$ cat config.mk
export PLATFORM = sky130hd
export DESIGN_NAME = selt_cell
export DESIGN_NICKNAME = d
export VERILOG_FILES = /design/src/hw/rtl/selt_pkg.sv /design/src/hw/rtl/selt_cell.sv
export SDC_FILE = /design/constraint.sdc
export NUM_CORES = 1
export LEC_CHECK = 0
export BUFFER_PORTS_ARGS = -buffer_cell sky130_fd_sc_hd__buf_2
export CAP_MARGIN = 20
export CORE_MARGIN = 1.5
export CORE_UTILIZATION = 45
export CTS_CLUSTER_DIAMETER = 80
export DETAILED_ROUTE_END_ITERATION = 8
export GPL_ROUTABILITY_DRIVEN = 0
export GPL_TIMING_DRIVEN = 0
export HOLD_SLACK_MARGIN = 0.1
export PLACE_DENSITY = 0.64
export SKIP_LAST_GASP = 1
export SLEW_MARGIN = 20
export SYNTH_ARGS = -nofsm -noshare
export SYNTH_HDL_FRONTEND = slang
export SYNTH_SLANG_ARGS = --single-unit
$ cat constraint.sdc
create_clock -name clk -period 7.7 [get_ports clk]
set_input_delay 1.54 -clock clk [delete_from_list [all_inputs] [get_ports clk]]
set_output_delay 1.54 -clock clk [all_outputs]
set_load 0.005 [all_outputs]
$ cat src/hw/rtl/selt_pkg.sv
`default_nettype none
package selt_pkg;

	localparam logic [2:0] CMD_GET_EXCL   = 3'd0;
	localparam logic [2:0] CMD_GET_SHARED = 3'd1;
	localparam logic [2:0] CMD_RELEASE    = 3'd2;
	localparam logic [2:0] CMD_QUERY_EXCL = 3'd3;
	localparam logic [2:0] CMD_QUERY_SHR  = 3'd4;

	localparam logic [1:0] ST_OK      = 2'd0;
	localparam logic [1:0] ST_REFUSED = 2'd1;
	localparam logic [1:0] ST_FULL    = 2'd2;

	// Scan token handed from one cell to the next.
	typedef struct packed {
		logic       tok;
		logic       found;
		logic       free_seen;
		logic [1:0] status;
	} link_t;

	typedef enum logic [1:0] {
		FSM_IDLE,
		FSM_SCAN,
		FSM_FINISH
	} fsm_t;

endpackage
`default_nettype wire

$ cat src/hw/rtl/selt_cell.sv
`default_nettype none
// One lock entry. It reacts when the scan token passes through it.
module selt_cell #(
	parameter int SHARERS   = 8,
	parameter int CONN_BITS = 8
) (
	input  wire                        clk,
	input  wire                        arst_n,
	input  wire selt_pkg::link_t       link_i,
	output selt_pkg::link_t            link_o,
	input  wire logic [2:0]            cmd,
	input  wire logic [31:0]           file,
	input  wire logic [31:0]           user,
	input  wire logic [31:0]           addr,
	input  wire logic [CONN_BITS-1:0]  conn,
	input  wire logic                  claim
);

	logic                 valid_q;
	logic                 xv_q;
	logic                 cand_q;
	logic [SHARERS-1:0]   sv_q;
	logic [31:0]          file_q;
	logic [31:0]          ou_q;
	logic [31:0]          oa_q;
	logic [CONN_BITS-1:0] xc_q;
	logic [CONN_BITS-1:0] sc_q [SHARERS];

	logic                 hit;
	logic                 free_here;
	logic                 owner;
	logic                 excl_m;
	logic [SHARERS-1:0]   smv;
	logic [SHARERS-1:0]   sm_first;
	logic [SHARERS-1:0]   fv;
	logic [SHARERS-1:0]   free_first;
	logic                 smatch;
	logic [1:0]           st_hit;
	logic [SHARERS-1:0]   set_slot;
	logic [SHARERS-1:0]   clr_slot;
	logic                 free_all;
	logic                 do_claim;
	selt_pkg::link_t      link_d;

	always_comb begin
		for (int s = 0; s < SHARERS; s++) begin
			smv[s] = sv_q[s] && (sc_q[s] == conn);
		end
	end

	assign hit        = link_i.tok && !link_i.found && valid_q && (file_q == file);
	assign free_here  = link_i.tok && !link_i.found && !link_i.free_seen && !valid_q;
	assign owner      = (ou_q == user) && (oa_q == addr);
	assign excl_m     = xv_q && (xc_q == conn);
	assign smatch     = |smv;
	assign sm_first   = smv & (~smv + 1'b1);
	assign fv         = ~sv_q;
	assign free_first = fv & (~fv + 1'b1);
	assign do_claim   = claim && cand_q;

	always_comb begin
		st_hit   = selt_pkg::ST_REFUSED;
		set_slot = '0;
		clr_slot = '0;
		free_all = 1'b0;
		case (cmd)
			selt_pkg::CMD_GET_SHARED: begin
				if (owner && !smatch) begin
					if (|fv) begin
						set_slot = free_first;
						st_hit   = selt_pkg::ST_OK;
					end else begin
						st_hit = selt_pkg::ST_FULL;
					end
				end
			end
			selt_pkg::CMD_RELEASE: begin
				if (owner) begin
					if (excl_m) begin
						free_all = 1'b1;
						st_hit   = selt_pkg::ST_OK;
					end else if (smatch) begin
						clr_slot = sm_first;
						free_all = ((sv_q & ~sm_first) == '0);
						st_hit   = selt_pkg::ST_OK;
					end
				end
			end
			selt_pkg::CMD_QUERY_EXCL: begin
				if (owner && excl_m) st_hit = selt_pkg::ST_OK;
			end
			selt_pkg::CMD_QUERY_SHR: begin
				if (owner && smatch) st_hit = selt_pkg::ST_OK;
			end
			default: begin
				st_hit = selt_pkg::ST_REFUSED;
			end
		endcase
		if (!hit) begin
			set_slot = '0;
			clr_slot = '0;
			free_all = 1'b0;
		end
	end

	always_comb begin
		link_d.tok       = link_i.tok;
		link_d.found     = link_i.found | hit;
		link_d.free_seen = link_i.free_seen | free_here | (link_i.tok & !valid_q);
		link_d.status    = hit ? st_hit : link_i.status;
	end

	always_ff @(posedge clk or negedge arst_n) begin
		if (!arst_n) begin
			valid_q <= 1'b0;
			xv_q    <= 1'b0;
			sv_q    <= '0;
			cand_q  <= 1'b0;
			link_o  <= '0;
		end else begin
			link_o <= link_d;
			if (link_i.tok) begin
				cand_q <= free_here;
			end
			if (do_claim) begin
				valid_q <= 1'b1;
				xv_q    <= (cmd == selt_pkg::CMD_GET_EXCL);
				sv_q    <= (cmd == selt_pkg::CMD_GET_SHARED) ?
					SHARERS'(1) : '0;
			end else if (free_all) begin
				valid_q <= 1'b0;
				xv_q    <= 1'b0;
				sv_q    <= '0;
			end else begin
				sv_q <= (sv_q | set_slot) & ~clr_slot;
			end
		end
	end

	always_ff @(posedge clk) begin
		if (do_claim) begin
			file_q   <= file;
			ou_q     <= user;
			oa_q     <= addr;
			xc_q     <= conn;
			sc_q[0]  <= conn;
		end
		for (int s = 0; s < SHARERS; s++) begin
			if (set_slot[s]) sc_q[s] <= conn;
		end
	end

endmodule
`default_nettype wire
==> metrics.md <==
| Metric | Value |
|---|---|
| First-pass GRT wire length | `27600 microns` |
| Dpl ws | `2.40 ns` |
| Crit path launch | `conn[4]` |
| Final-layout fill cell count | `1517` |
| Most frequent cells in the layout | `168 x edfxtp_1, 121 x buf_2, 105 x xnor2_1` |
| Syn nets | `677` |
| Placed Instances | `912` |
| Clock buffer depth | `2` |
| Endpoints failing setup | `0` |
| Unique masters post-synth | `52` |
| Reg2reg start | `oa_q[3]` |
| # DRC | `0` |
| Slowest CP cell | `nor2_1` |
| IO buf count | `119` |
| Htree depth | `4` |
| Synthesized-area fraction occupied by adder cells | `0%` |
| PwrDens | `218 mW/mm^2` |
| Hold path startpoint | `cand_q` |
| RSZ-0062 raised after global routing | `false` |
| Reg2Reg Setup Slack | `3.83 ns` |
| Post-synthesis xor/xnor area fraction | `17.9%` |
| TritonCTS buffer count | `17` |
| Cell row count | `49` |
| Setup TNS | `0 ns` |
| Die Wd | `138 microns` |
| Sequential fraction of the synthesis area | `66.1%` |
| Worst-Margin Slew | `0.892 ns` |
| Post-route cell area | `0.00979 sq mm` |
| Flops & latches, synth | `184` |
| Crit share post-route | `62.0%` |
| Fin crit period | `4.77 ns` |
| Slowest stage delay, CP | `0.58 ns` |
| Core Footprint | `0.0180 sq mm` |
| Final hold viol count | `0` |
| Final WL | `17500 microns` |
| Largest family of logic cells by synthesized area | `XOR/XNOR gates` |
| Endpoint, Worst Hold | `cand_q` |
| DRT Pass-1 Iters | `4` |
| Die Height | `138 microns` |
| Leak pwr | `3.33 nW` |
| Fmax | `210 MHz` |
| Status | `finished, final reports clean` |
| GR Overflow Total | `0` |
| Wire length per cell | `18.5 microns` |
| Worst r2r dst | `sc_q[1][25]` |
| Worst-path clk slew | `0.06 ns` |
| Synth Area in Compound Gates | `2.81%` |
| Clk Latency, worst-skew pair | `0.42 ns` |
| Max-slew violations | `0` |
| Post-synth EDFFs | `168` |
| Placed instance area | `0.00917 sq mm` |
| Clk_skew | `0.0126 ns` |
| Mean post-synth cell area | `14.7 sq um` |
| Slew HR | `39.0%` |
| Yosys Warn Count | `0` |
| CTS tree | `yes` |
| MaxCap Viol Count | `0` |
| Hold path depth | `1` |
| CP required | `7.75 ns` |
| Worst setup EP type | `flip-flop` |
| WP data arrival | `4.82 ns` |
| Crit start category | `input pin` |
| Ys async rst share | `8.70%` |
| Setup WS post-layout | `2.93 ns` |
| Worst Path Max Fanout | `10` |
| Cell mode on critical path | `buf_2` |
| Post-synthesis simple-gate area fraction | `11.4%` |
| Met1 wire length | `7570 microns` |
| CP cell instances | `buf_2 > buf_4 > xor2_1 > nor4_1 > nand3_1 > nand4_4 > nand3b_4 > or4_1 > buf_2 > or4_4 > nor2_1` |
| Top FF cell, synth | `edfxtp_1` |
| Layout cells sized above 1 | `25.3%` |
| Postcts setup bufs | `0` |
| Total Power | `0.00213 W` |
| Finished Layout Cells | `946` |
| Initial antenna violation count | `1` |
| VDD IR max | `0.199 mV` |
| Most common cell after layout, fill and taps aside | `edfxtp_1` |
| Initial core utilization | `45.8%` |
| Cell Area, Synth | `0.00823 sq mm` |
| Hpwl dp | `12400 microns` |
| Final net count | `818` |
| Worst hold-check path type | `reg -> reg` |
| Hold_buf cts | `0` |
| Vias in the first global route | `5157` |
| Largest net degree at the start of global routing | `65` |
| FF-to-FF path depth | `8` |
| DR top layer | `met4` |
| Gr usage total | `18.8%` |
| DRT iter0 DRCs | `350` |
| DR WL met2 | `8560 microns` |
| Num ports | `120` |
| Via count | `5048` |
| Syn Inst Count | `562` |
| Vias per cell | `5.34` |
| Mux cell area share after synthesis | `0.137%` |
| Die ar. | `0.0191 sq mm` |
| Critical path class | `in -> reg` |
| Met3 wire length | `1060 microns` |
| Post-CTS resize count | `0` |
| Synthesis-to-finish area growth | `18.9%` |
| Routed Antenna Nets | `0` |
| Clock sinks | `184` |
| Root Driver | `clkbuf_16` |
-- worst max-delay path by stage --
stage / slack, ns / depth (start not counted) / end
detailed placement: 2.40 / 11 / sc_q[0][24]
floorplan: 3.25 / 5 / sv_q[5]
CTS: 2.82 / 9 / sc_q[0][26]
global route: 2.81 / 11 / sc_q[1][25]
global placement: 2.12 / 6 / sv_q[5]
finish: 2.93 / 11 / sc_q[1][25]
-- where the power goes --
| part | total (W) | switching [W] | internal, W |
|---|---|---|---|
| Combinational | 0.000128 | 0.0000708 | 0.0000568 |
| Sequential | 0.00109 | 0.00000241 | 0.00109 |
| Clock | 0.000910 | 0.000366 | 0.000544 |
| Total | 0.00213 | 0.000439 | 0.00169 |
-- final cells by class --
| cell class | count | area, sq um | share of cell area, % |
|---|---|---|---|
| diodes | 1 | 2.50 | 0.0256 |
| plain buffers | 12 | 93.8 | 0.958 |
| clock buffers | 20 | 437 | 4.46 |
| clock inverters | 12 | 174 | 1.78 |
| inverters | 11 | 46.3 | 0.473 |
| multi-input cells | 355 | 2680 | 27.3 |
| flip-flops and latches | 184 | 5450 | 55.6 |
| well taps | 229 | 287 | 2.93 |
| repair buffers | 122 | 633 | 6.46 |
-- synthesized netlist by cell type, types with 2 or more instances --
| library cell | n | area share (%) |
|---|---|---|
| edfxtp_1 | 168 | 61 |
| xnor2_1 | 105 | 11 |
| xor2_1 | 63 | 6.7 |
| nand4_1 | 27 | 2.1 |
| nor4_1 | 26 | 2.0 |
| nor2_1 | 20 | 0.91 |
| nand2_1 | 18 | 0.82 |
| dfrtp_1 | 16 | 4.9 |
| nand3_1 | 16 | 0.97 |
| nor3_1 | 14 | 0.85 |
| inv_1 | 11 | 0.50 |
| buf_4 | 9 | 0.82 |
| a21oi_1 | 8 | 0.49 |
| nor3b_1 | 6 | 0.55 |
| o21ai_0 | 5 | 0.30 |
| nor4b_1 | 4 | 0.43 |
| a211oi_1 | 3 | 0.27 |
| nand4b_1 | 3 | 0.32 |
| a21o_1 | 2 | 0.18 |
| and4_1 | 2 | 0.21 |
| and4b_1 | 2 | 0.24 |
| nand3_2 | 2 | 0.24 |
| or2_2 | 2 | 0.15 |
| or4_4 | 2 | 0.27 |
-- registers in the layout, summed over array words and instances, names as in the netlist --
name and cells:
xv_q 1, link_o 5, xc_q 8, valid_q 1
file_q 32, ou_q 32, oa_q 32, cand_q 1
sv_q 8, sc_q 64
-- logic make-up after synthesis --
kind of cell | Yosys count
flops | 184
xor+xnor | 168
simple gates | 154
compound gates | 32
buf+inv | 23
mux | 1
-- metal layers --
metal | up-vias | GRT usage, %
met5 | - | 0
met4 | 0 | 6.65
met3 | 24 | 4.95
met2 | 152 | 30.4
met1 | 2491 | 24.7
li1 | 2381 | -
-- through the flow --
stage	hold WS (ns)	util (%)
3_5_place_dp	0.498	51.0
5_1_grt	0.543	54.5
2_1_floorplan	0.480	-
3_3_place_gp	0.494	50.7
6_report	0.510	54.5
4_1_cts	0.513	54.4
-- worst max-delay path: cells and delay by family --
kind | cells | cell delay, ns
buf+inv | 3 | 0.78
simple gates | 7 | 2.30
xor+xnor | 1 | 0.19
No activity file was read; power rests on OpenSTA's default activity.
